### src/rtl/closest_colour_pixel_tracker_defines.svh
// Assertion macros for the closest colour pixel tracker.
// Users must have clk and rst_n in scope; no other dependencies.
`ifndef CLOSEST_COLOUR_PIXEL_TRACKER_DEFINES_SVH
`define CLOSEST_COLOUR_PIXEL_TRACKER_DEFINES_SVH

// condition holds on every clock out of reset
`define CCPT_ASSERT_ALWAYS(name, cond, msg) \
  name: assert property (@(posedge clk) disable iff (!rst_n) (cond)) else $error(msg);

// same-cycle implication
`define CCPT_ASSERT_IMP(name, ante, cons, msg) \
  name: assert property (@(posedge clk) disable iff (!rst_n) (ante) |-> (cons)) \
    else $error(msg);

// next-cycle implication
`define CCPT_ASSERT_NEXT(name, ante, cons, msg) \
  name: assert property (@(posedge clk) disable iff (!rst_n) (ante) |=> (cons)) \
    else $error(msg);

`endif

### src/rtl/ccpt_pkg.sv
// Shared types, constants and helpers for the closest colour pixel tracker.
// No dependencies.
`timescale 1ns / 1ps
`default_nettype none

package ccpt_pkg;

  localparam int NUM_TARGETS = 3;
  localparam int COLOR_W     = 8;
  localparam int POS_W       = 11;
  localparam int SQ_W        = 16;
  localparam int DSQ_W       = 18;
  localparam int THR_W       = 9;
  localparam int RGB_W       = 24;
  localparam int CFG_IDX_W   = 3;
  localparam int CFG_DATA_W  = 24;

  localparam int DEF_MAX_COLUMNS = 2048;
  localparam int DEF_MAX_ROWS    = 2048;

  localparam logic [SQ_W-1:0]  RESET_BEST_SQ = 16'd65025;

  localparam logic [RGB_W-1:0] RST_TARGET_ONE   = 24'hFF0000;
  localparam logic [RGB_W-1:0] RST_TARGET_TWO   = 24'h00FF00;
  localparam logic [RGB_W-1:0] RST_TARGET_THREE = 24'h0000FF;
  localparam int RST_THR_ONE   = 150;
  localparam int RST_THR_TWO   = 175;
  localparam int RST_THR_THREE = 150;

  typedef enum logic [CFG_IDX_W-1:0] {
    REG_TARGET_ONE      = 3'd0,
    REG_TARGET_TWO      = 3'd1,
    REG_TARGET_THREE    = 3'd2,
    REG_THRESHOLD_ONE   = 3'd3,
    REG_THRESHOLD_TWO   = 3'd4,
    REG_THRESHOLD_THREE = 3'd5
  } cfg_reg_t;

  typedef struct packed {
    logic [COLOR_W-1:0] pixel_red;
    logic [COLOR_W-1:0] pixel_green;
    logic [COLOR_W-1:0] pixel_blue;
    logic [POS_W-1:0]   column;
    logic [POS_W-1:0]   row;
    logic               first_of_frame;
    logic               last_of_frame;
  } pixel_t;

  typedef struct packed {
    logic [POS_W-1:0] one_column;
    logic [POS_W-1:0] one_row;
    logic [POS_W-1:0] two_column;
    logic [POS_W-1:0] two_row;
    logic [POS_W-1:0] three_column;
    logic [POS_W-1:0] three_row;
    logic             one_present;
    logic             two_present;
    logic             three_present;
  } result_t;

  // target colors and squared presence thresholds
  typedef struct packed {
    logic [NUM_TARGETS-1:0][RGB_W-1:0] rgb;
    logic [NUM_TARGETS-1:0][DSQ_W-1:0] thr_sq;
  } target_cfg_t;

  // per-target channel squares plus the pixel's position and frame marks
  typedef struct packed {
    logic [NUM_TARGETS-1:0][2:0][SQ_W-1:0] sq;
    logic [POS_W-1:0]                      column;
    logic [POS_W-1:0]                      row;
    logic                                  first;
    logic                                  last;
    logic                                  in_range;
  } dist_t;

  function automatic logic [SQ_W-1:0] diff_sq(logic [COLOR_W-1:0] a,
                                               logic [COLOR_W-1:0] b);
    logic [COLOR_W-1:0] d;
    d = (a >= b) ? (a - b) : (b - a);
    return SQ_W'(d) * SQ_W'(d);
  endfunction

endpackage

`default_nettype wire

### src/rtl/closest_colour_pixel_tracker.sv
// A pixel beat is registered in the input stage, then in the difference stage, and then
// updates the trackers; a frame-end beat loads the result register and out_valid with them.
// Throughput: one pixel per cycle; input stalls only while a frame-end beat
// waits for the result register, which holds one unread frame result.
// Reset (rst_n low, synchronous): pipeline and result emptied, minima set to 65025,
// positions and present flags cleared, targets and thresholds to defaults.
`timescale 1ns / 1ps
`default_nettype none

module closest_colour_pixel_tracker #(
  parameter int MAX_COLUMNS = ccpt_pkg::DEF_MAX_COLUMNS,
  parameter int MAX_ROWS    = ccpt_pkg::DEF_MAX_ROWS
) (
  input  wire logic                             clk,
  input  wire logic                             rst_n,
  input  wire logic                             cfg_we,
  input  wire logic [ccpt_pkg::CFG_IDX_W-1:0]   cfg_idx,
  input  wire logic [ccpt_pkg::CFG_DATA_W-1:0]  cfg_wdata,
  input  wire logic                             in_valid,
  output logic                                  in_stall,
  input  wire ccpt_pkg::pixel_t                 in_data,
  output logic                                  out_valid,
  input  wire logic                             out_stall,
  output ccpt_pkg::result_t                     out_data
);
  import ccpt_pkg::*;

  target_cfg_t tcfg;
  dist_t       s2;
  logic        s2_valid;
  logic        hold;

  ccpt_cfg u_cfg (
    .clk       (clk),
    .rst_n     (rst_n),
    .cfg_we    (cfg_we),
    .cfg_idx   (cfg_idx),
    .cfg_wdata (cfg_wdata),
    .tcfg      (tcfg)
  );

  ccpt_dist #(
    .MAX_COLUMNS (MAX_COLUMNS),
    .MAX_ROWS    (MAX_ROWS)
  ) u_dist (
    .clk      (clk),
    .rst_n    (rst_n),
    .in_valid (in_valid),
    .in_stall (in_stall),
    .in_data  (in_data),
    .tcfg     (tcfg),
    .hold     (hold),
    .s2_valid (s2_valid),
    .s2       (s2)
  );

  ccpt_track u_track (
    .clk       (clk),
    .rst_n     (rst_n),
    .s2_valid  (s2_valid),
    .s2        (s2),
    .tcfg      (tcfg),
    .hold      (hold),
    .out_valid (out_valid),
    .out_stall (out_stall),
    .out_data  (out_data)
  );

endmodule

`default_nettype wire

### src/rtl/ccpt_cfg.sv
// Configuration registers: target colors and squared thresholds.
// Depends on ccpt_pkg.
`timescale 1ns / 1ps
`default_nettype none

module ccpt_cfg (
  input  wire logic                             clk,
  input  wire logic                             rst_n,
  input  wire logic                             cfg_we,
  input  wire logic [ccpt_pkg::CFG_IDX_W-1:0]   cfg_idx,
  input  wire logic [ccpt_pkg::CFG_DATA_W-1:0]  cfg_wdata,
  output ccpt_pkg::target_cfg_t                 tcfg
);
  import ccpt_pkg::*;

  logic [NUM_TARGETS-1:0][RGB_W-1:0] rgb_r;
  logic [NUM_TARGETS-1:0][DSQ_W-1:0] thr_sq_r;
  logic [THR_W-1:0]                  thr;
  logic [DSQ_W-1:0]                  wr_sq;

  // threshold is squared once at write time
  assign thr   = cfg_wdata[THR_W-1:0];
  assign wr_sq = DSQ_W'(thr) * DSQ_W'(thr);

  always_ff @(posedge clk) begin
    if (!rst_n) begin
      rgb_r[0]    <= RST_TARGET_ONE;
      rgb_r[1]    <= RST_TARGET_TWO;
      rgb_r[2]    <= RST_TARGET_THREE;
      thr_sq_r[0] <= DSQ_W'(RST_THR_ONE * RST_THR_ONE);
      thr_sq_r[1] <= DSQ_W'(RST_THR_TWO * RST_THR_TWO);
      thr_sq_r[2] <= DSQ_W'(RST_THR_THREE * RST_THR_THREE);
    end else if (cfg_we) begin
      case (cfg_reg_t'(cfg_idx))
        REG_TARGET_ONE:      rgb_r[0]    <= cfg_wdata[RGB_W-1:0];
        REG_TARGET_TWO:      rgb_r[1]    <= cfg_wdata[RGB_W-1:0];
        REG_TARGET_THREE:    rgb_r[2]    <= cfg_wdata[RGB_W-1:0];
        REG_THRESHOLD_ONE:   thr_sq_r[0] <= wr_sq;
        REG_THRESHOLD_TWO:   thr_sq_r[1] <= wr_sq;
        REG_THRESHOLD_THREE: thr_sq_r[2] <= wr_sq;
        default: ;
      endcase
    end
  end

  assign tcfg.rgb    = rgb_r;
  assign tcfg.thr_sq = thr_sq_r;

endmodule

`default_nettype wire

### src/rtl/ccpt_dist.sv
// Input register and per-channel squared differences for all targets.
// Depends on ccpt_pkg.
`timescale 1ns / 1ps
`default_nettype none

module ccpt_dist #(
  parameter int MAX_COLUMNS = ccpt_pkg::DEF_MAX_COLUMNS,
  parameter int MAX_ROWS    = ccpt_pkg::DEF_MAX_ROWS
) (
  input  wire logic                  clk,
  input  wire logic                  rst_n,
  input  wire logic                  in_valid,
  output logic                       in_stall,
  input  wire ccpt_pkg::pixel_t      in_data,
  input  wire ccpt_pkg::target_cfg_t tcfg,
  input  wire logic                  hold,
  output logic                       s2_valid,
  output ccpt_pkg::dist_t            s2
);
  import ccpt_pkg::*;

  logic     s1_valid_r, s1_valid_nxt;
  pixel_t   s1_r;
  logic     s2_valid_r, s2_valid_nxt;
  dist_t    s2_r, s2_nxt;
  logic     accept;

  // the input stage can still fill while the stage below holds
  assign in_stall = hold & s1_valid_r;
  assign accept   = in_valid & ~in_stall;

  always_comb begin
    if (accept) begin
      s1_valid_nxt = 1'b1;
    end else if (!hold) begin
      s1_valid_nxt = 1'b0;
    end else begin
      s1_valid_nxt = s1_valid_r;
    end
    s2_valid_nxt = hold ? s2_valid_r : s1_valid_r;
  end

  always_comb begin
    for (int t = 0; t < NUM_TARGETS; t++) begin
      s2_nxt.sq[t][0] = diff_sq(s1_r.pixel_red,   tcfg.rgb[t][23:16]);
      s2_nxt.sq[t][1] = diff_sq(s1_r.pixel_green, tcfg.rgb[t][15:8]);
      s2_nxt.sq[t][2] = diff_sq(s1_r.pixel_blue,  tcfg.rgb[t][7:0]);
    end
    s2_nxt.column   = s1_r.column;
    s2_nxt.row      = s1_r.row;
    s2_nxt.first    = s1_r.first_of_frame;
    s2_nxt.last     = s1_r.last_of_frame;
    s2_nxt.in_range = (32'(s1_r.column) < MAX_COLUMNS) && (32'(s1_r.row) < MAX_ROWS);
  end

  always_ff @(posedge clk) begin
    if (!rst_n) begin
      s1_valid_r <= 1'b0;
      s2_valid_r <= 1'b0;
    end else begin
      s1_valid_r <= s1_valid_nxt;
      s2_valid_r <= s2_valid_nxt;
    end
  end

  always_ff @(posedge clk) begin
    if (accept) begin
      s1_r <= in_data;
    end
    if (!hold) begin
      s2_r <= s2_nxt;
    end
  end

  assign s2_valid = s2_valid_r;
  assign s2       = s2_r;

endmodule

`default_nettype wire

### src/rtl/ccpt_track.sv
// Running minimum and presence tracking per target, plus the result register.
// Depends on ccpt_pkg and closest_colour_pixel_tracker_defines.svh.
`timescale 1ns / 1ps
`default_nettype none

`include "closest_colour_pixel_tracker_defines.svh"

module ccpt_track (
  input  wire logic                  clk,
  input  wire logic                  rst_n,
  input  wire logic                  s2_valid,
  input  wire ccpt_pkg::dist_t       s2,
  input  wire ccpt_pkg::target_cfg_t tcfg,
  output logic                       hold,
  output logic                       out_valid,
  input  wire logic                  out_stall,
  output ccpt_pkg::result_t          out_data
);
  import ccpt_pkg::*;

  logic [NUM_TARGETS-1:0][SQ_W-1:0]  best_sq_r, best_sq_nxt;
  logic [NUM_TARGETS-1:0][POS_W-1:0] col_r, col_nxt;
  logic [NUM_TARGETS-1:0][POS_W-1:0] row_r, row_nxt;
  logic [NUM_TARGETS-1:0]            flag_r, flag_nxt;
  logic [NUM_TARGETS-1:0][DSQ_W-1:0] dsq;
  logic                              out_valid_r, out_valid_nxt;
  result_t                           out_r, out_nxt;
  logic                              out_free;
  logic                              upd;
  logic                              emit;
  logic                              best_in_range;
  logic                              out_agrees;

  // a frame-end beat waits only if the result register is still occupied
  assign out_free = ~out_valid_r | ~out_stall;
  assign hold     = s2_valid & s2.last & ~out_free;
  assign upd      = s2_valid & ~hold;

  always_comb begin
    for (int t = 0; t < NUM_TARGETS; t++) begin
      dsq[t] = DSQ_W'(s2.sq[t][0]) + DSQ_W'(s2.sq[t][1]) + DSQ_W'(s2.sq[t][2]);
      best_sq_nxt[t] = s2.first ? RESET_BEST_SQ : best_sq_r[t];
      flag_nxt[t]    = s2.first ? 1'b0 : flag_r[t];
      col_nxt[t]     = col_r[t];
      row_nxt[t]     = row_r[t];
      if (s2.in_range) begin
        // strict compare: ties keep the earlier pixel
        if (dsq[t] < DSQ_W'(best_sq_nxt[t])) begin
          best_sq_nxt[t] = dsq[t][SQ_W-1:0];
          col_nxt[t]     = s2.column;
          row_nxt[t]     = s2.row;
        end
        if (dsq[t] < tcfg.thr_sq[t]) begin
          flag_nxt[t] = 1'b1;
        end
      end
    end
  end

  always_comb begin
    out_nxt.one_column    = col_nxt[0];
    out_nxt.one_row       = row_nxt[0];
    out_nxt.two_column    = col_nxt[1];
    out_nxt.two_row       = row_nxt[1];
    out_nxt.three_column  = col_nxt[2];
    out_nxt.three_row     = row_nxt[2];
    out_nxt.one_present   = flag_nxt[0];
    out_nxt.two_present   = flag_nxt[1];
    out_nxt.three_present = flag_nxt[2];
    if (upd && s2.last) begin
      out_valid_nxt = 1'b1;
    end else if (!out_stall) begin
      out_valid_nxt = 1'b0;
    end else begin
      out_valid_nxt = out_valid_r;
    end
  end

  always_ff @(posedge clk) begin
    if (!rst_n) begin
      for (int t = 0; t < NUM_TARGETS; t++) begin
        best_sq_r[t] <= RESET_BEST_SQ;
        col_r[t]     <= '0;
        row_r[t]     <= '0;
        flag_r[t]    <= 1'b0;
      end
      out_valid_r <= 1'b0;
    end else begin
      if (upd) begin
        best_sq_r <= best_sq_nxt;
        col_r     <= col_nxt;
        row_r     <= row_nxt;
        flag_r    <= flag_nxt;
      end
      out_valid_r <= out_valid_nxt;
    end
  end

  always_ff @(posedge clk) begin
    if (upd && s2.last) begin
      out_r <= out_nxt;
    end
  end

  assign out_valid = out_valid_r;
  assign out_data  = out_r;

  assign emit          = upd & s2.last;
  assign best_in_range = (best_sq_r[0] <= RESET_BEST_SQ) && (best_sq_r[1] <= RESET_BEST_SQ)
                         && (best_sq_r[2] <= RESET_BEST_SQ);
  assign out_agrees    = (out_r.one_column == col_r[0]) && (out_r.two_row == row_r[1])
                         && (out_r.three_present == flag_r[2]);

  `CCPT_ASSERT_ALWAYS(a_best_bound, best_in_range, "best distance above frame reset value")
  `CCPT_ASSERT_IMP(a_rise_from_last, $rose(out_valid_r), $past(emit), "result without frame end")
  `CCPT_ASSERT_NEXT(a_result_matches_state, emit, out_agrees, "result differs from state")
  `CCPT_ASSERT_NEXT(a_hold_keeps_state, hold, $stable({best_sq_r, flag_r}), "state moved in hold")

endmodule

`default_nettype wire

### config.mk
export PLATFORM = sky130hd
export DESIGN_NAME = closest_colour_pixel_tracker
export DESIGN_NICKNAME = d
export VERILOG_FILES = /design/src/rtl/ccpt_pkg.sv /design/src/rtl/closest_colour_pixel_tracker.sv /design/src/rtl/ccpt_cfg.sv /design/src/rtl/ccpt_dist.sv /design/src/rtl/ccpt_track.sv
export VERILOG_INCLUDE_DIRS = /design/src /design/src/rtl
export SDC_FILE = /design/constraint.sdc
export NUM_CORES = 2
export LEC_CHECK = 0
export ABC_CLOCK_PERIOD_IN_PS = 18200
export BUFFER_PORTS_ARGS = -buffer_cell sky130_fd_sc_hd__buf_2
export CAP_MARGIN = 20
export CORE_MARGIN = 1
export CORE_UTILIZATION = 55
export CTS_CLUSTER_DIAMETER = 100
export DETAILED_ROUTE_END_ITERATION = 12
export GPL_TIMING_DRIVEN = 1
export PLACE_DENSITY_LB_ADDON = 0.08
export SKIP_LAST_GASP = 1
export SYNTH_ARGS = -nofsm -noshare
export SYNTH_HDL_FRONTEND = slang
export SYNTH_HIERARCHICAL = 1
export SYNTH_SLANG_ARGS = --single-unit
### constraint.sdc
create_clock -name clk -period 18.2 [get_ports clk]
set_input_delay 1.82 -clock clk [delete_from_list [all_inputs] [get_ports clk]]
set_output_delay 1.82 -clock clk [all_outputs]
set_load 0.02 [all_outputs]
---- Word level (Yosys, flattened, before mapping) ----
Index checks and enable logic that the tools add are counted.
storage, ports and cells
  output and inout port bits .............. 71
  register bits ........................... 531
  bits of input ports ..................... 80
  logic and storage cells ................. 154
cells by class
  order comparisons ....................... 15
  multiply operators ...................... 10
  muxes and demuxes ....................... 31
  reductions and logical operators ........ 8
  add/subtract/negate cells ............... 24
  bitwise logic cells ..................... 11
  eq/ne operators ......................... 7
operators by type and width
  kind                  count
  $mul A8 B8 Y16        9
  $sub A8 B8 Y8         18
  $mux W16              6
  $ge A8 B8 Y1          9
  $mux W8               9
  $mux W11              6
  $add A18 B16 Y18      3
  $lt A18 B16 Y1        3
  $lt A18 B18 Y1        3
  $add A16 B16 Y17      3
  $mul A9 B9 Y18        1
  $reduce_and A2 Y1     6
  $mux W1               10
  $eq A3 B2 Y1 const B  2
  $eq A3 B3 Y1 const B  2
  $and A1 B1 Y1         5
  $not A1 Y1            5
  $eq A3 B1 Y1 const B  1
  $logic_not A3 Y1      1
  $ne A2 B1 Y1 const B  1
  $ne A2 B2 Y1 const B  1
  $logic_and A1 B1 Y1   1
  $or A1 B1 Y1          1

---- Logic depth before layout (Yosys ltp) ----
  word-level depth ........................ 8
  gate-level depth with buffers ........... 30
  gate-level depth less buffers ........... 29

---- Hierarchy ----
Netlist, hierarchy kept.
modules (own cells, without submodules)
  module      sequential area each (um^2)  area each (um^2)  instances  cells each
  ccpt_dist   6256.0                       26725.6           1          2779
  ccpt_track  4434.3                       12874.8           1          1353
  ccpt_cfg    2462.4                       6475.0            1          782

---- Worst setup path before layout ----
OpenSTA, ideal clock, no wires.
  kind .................................... register to register
  start ................................... reg u_dist/s1_r[40] in the netlist's numbering
  end ..................................... reg u_dist.s2_r, in the netlist u_dist/s2[88] (data pin)
  cell stages (with the launch flop) ...... 29
  arrival ................................. 6.599 ns
  slack ................................... 11.337 ns
  data required time ...................... 17.936 ns
  path buffers ............................ 1
  period minus slack after synthesis ...... 6.863 ns
  library setup time ...................... 0.264 ns
  cells stage by stage .................... edfxtp_1 inv_1 ha_1 inv_1 fa_1 a21o_1 a21oi_2 a31o_4 a21oi_4 o221a_1 or4b_4 and3_1 buf_2 or2_1 fa_1 inv_1 fa_1 fa_1 inv_1 fa_1 inv_1 ha_1 nor3_1 o21ai_0 a31oi_1 nor2b_1 o21a_1 o41a_1 xor2_1
RTL lines
  item                      line             RTL
  start: declaration        ccpt_dist.sv:23  pixel_t s1_r;
  start signal: assignment  ccpt_dist.sv:68  s1_r <= in_data;
  end signal: assignment    ccpt_dist.sv:71  s2_r <= s2_nxt;
  end: declaration          ccpt_dist.sv:25  dist_t s2_r, s2_nxt;

==> qor.yml <==
die_h_um: 291
hold_class: "reg2reg"
path_depth: 25
insertion_delay_ps: 670
synth-seq-area-share_pct: 28.5
postCtsSetupBuffers: 0
synth-async-reset-ratio_pct: 0
worstSetupPathType: "reg2reg"
wire_per_inst_um: 18.2
endpoint_kind: "flop"
tns_ps: 0
finalNonFillerCells: 6118
cts_tree: "yes"
r2r_slack_ps: 10440
drtPass1Iterations: 5
cp_max_fo: 12
drt-vias-per-instance: 5.51
post-dp-hpwl_um: 87000
grt_max_degree: 99
syn_avg_cell_area_sq_um: 9.38
grt_pass1_vias: 32900
outcome: "finished clean"
placed_cells: 6002
antenna_found_initial: 2
design_area_sq_um: 49700
final.min_clock_period_ps: 7760
crit_end: "u_dist/s2[40]"
drive_gt1_share_pct: 9.35
synthCells: 4914
drt_iter0_drc: 2049
skew_ps: 40.2
final_cell_mix: "inv_1 (698), ha_1 (573), nand2_1 (410)"
r2r-end: "u_dist/s2[40]"
port_buffers: 150
place_congestion: 0.918
grt_setup_unrepaired: "no"
fmax_mhz: 129
syn_area_sq_um: 46100
cts_resized: 0
path_clk_slew_ps: 60
path_buf_inv: 5
slowest_delay_ps: 800
grt_remaining_overflow: 0
yosys_warnings: 6
worst_pin_slew_ps: 1110
syn2layout_area_growth_pct: 7.92
cap_violations: 0
routed_wl_um: 111000
grtUsageTotal_pct: 26.4
fin_nets: 5974
r2r_cells: 25
num_vias: 33700
slew_violations: 0
initial_core_util_pct: 55.8
cts_max_path_buffers: 3
htree_num_levels: 2
die_w_um: 291
holdBufCountCts: 0
grt_pass1_wl_um: 178000
finalSetupViolCount: 0
io_pins: 151
antennaDiodeCount: 0
crit_slowest_cell: "o22ai_1"
worst_ep_arrival_time_ps: 8150
ys_seq_elements: 519
num_rows: 105
drc: 0
synth_edf_count: 276
crit_required_ps: 18590
finalHoldViolations: 0
place_area_sq_um: 47600
ys.flop_type: "edfxtp_1"
die-area_sq_um: 84900
critPathLaunchType: "flop"
cts-root-buf: "clkbuf_16"
critPathLaunch: "u_dist/s1_r[40]"
fin_crit_sh_pct: 42.7
path_delay_family: "adder cells"
regToRegStartpoint: "u_dist/s1_r[40]"
synth_cell_types: 117
cts_buffers: 61
final_common_cell: "inv_1"
slew_headroom_pct: 25.3
clkSinkCount: 519
coreArea_sq_um: 82500
drtAntennaViolNets: 0
## per-stage QoR
step	util (%)	setup slack, ps	hold WS (ps)
finish	60.3	10440	418
global route	60.3	10040	424
CTS	60.3	10530	419
detailed placement	57.7	10560	405
global placement	57.7	10590	404
floorplan	-	11340	400
## synth_stat cells (41+ instances only)
cell type / instances / area [sq um]
a21o_1: 58 / 435
a21oi_1: 284 / 1420
and2_1: 41 / 257
clkbuf_1: 97 / 364
dfxtp_1: 243 / 4860
edfxtp_1: 276 / 8290
fa_1: 326 / 6530
ha_1: 573 / 7170
inv_1: 699 / 2620
mux2_2: 49 / 552
mux2i_1: 46 / 460
nand2_1: 410 / 1540
nand3_1: 160 / 801
nor2_1: 399 / 1500
nor2b_1: 61 / 382
nor3_1: 95 / 475
o21ai_0: 187 / 936
or2_2: 41 / 257
xnor2_1: 171 / 1500
xor2_1: 75 / 657
## sequential cells by signal, indices dropped and copies added, names as in the netlist
| name | cells |
|---|---|
| u_dist/s2_valid | 1 |
| u_track/col_r | 33 |
| u_track/flag_r | 3 |
| u_dist/s1_valid_r | 1 |
| u_track/out_valid | 1 |
| u_dist/s1_r | 48 |
| u_dist/s2 | 159 |
| u_track/best_sq_r | 48 |
| u_track/row_r | 33 |
| u_cfg/tcfg | 123 |
| u_track/out_data | 69 |
## cell families after synthesis
logic type,share of synthesized area [%]
AO/OA/AOI/OAI,12.6
flip-flops,28.5
other,0.0244
buffers and inverters,7.56
multiplexers,2.90
XOR/XNOR,5.15
adder cells (fa/ha/maj),29.7
AND/OR/NAND/NOR,13.5
## cell type report
class,instances,area (sq um)
well taps,1070,1340
fillers,7245,32800
repair buffers,174,937
flip-flops and latches,519,13200
multi-input cells,3533,29500
inverters,706,2660
clock inverters,41,457
clock buffers,75,1660
## worst register-to-register path: stages (launching register included)
cell and delay, ps:
edfxtp_1 470, inv_1 160, ha_1 190, inv_1 60
fa_1 380, nand3_1 100, a31oi_1 100, o22ai_1 800
mux2i_1 320, xor2_1 680, or2_2 260, inv_1 60
fa_1 480, fa_1 540, inv_1 60, fa_1 500
fa_1 540, inv_1 40, ha_1 340, nor3_1 160
nor2_1 70, a31oi_1 240, nor2b_1 80, o21a_1 180
o41ai_1 330, xnor3_1 380
## layer usage
metal	share of wire, %	vias up	GRT usage [%]
met3	4.3	117	2.79
met1	47	16200	36.5
met5	0	-	0
li1	-	16700	-
met4	2.1	0	6.06
met2	47	692	44.4
## how the worst min path moves through the flow
stage	start	end	cells after the start
5_1_grt	u_dist/s1_r[0]	u_dist/s2[1]	0
2_1_floorplan	u_dist/s1_r[9]	u_dist/s2[10]	0
3_3_place_gp	u_dist/s1_r[8]	u_dist/s2[9]	0
6_report	u_dist/s1_r[0]	u_dist/s2[1]	0
4_1_cts	u_dist/s1_r[0]	u_dist/s2[1]	0
3_5_place_dp	u_dist/s1_r[0]	u_dist/s2[1]	0
Power is left out: the tool's default activity adds up to more than one toggle a clock period on the data nets, which glitch-free logic cannot reach.
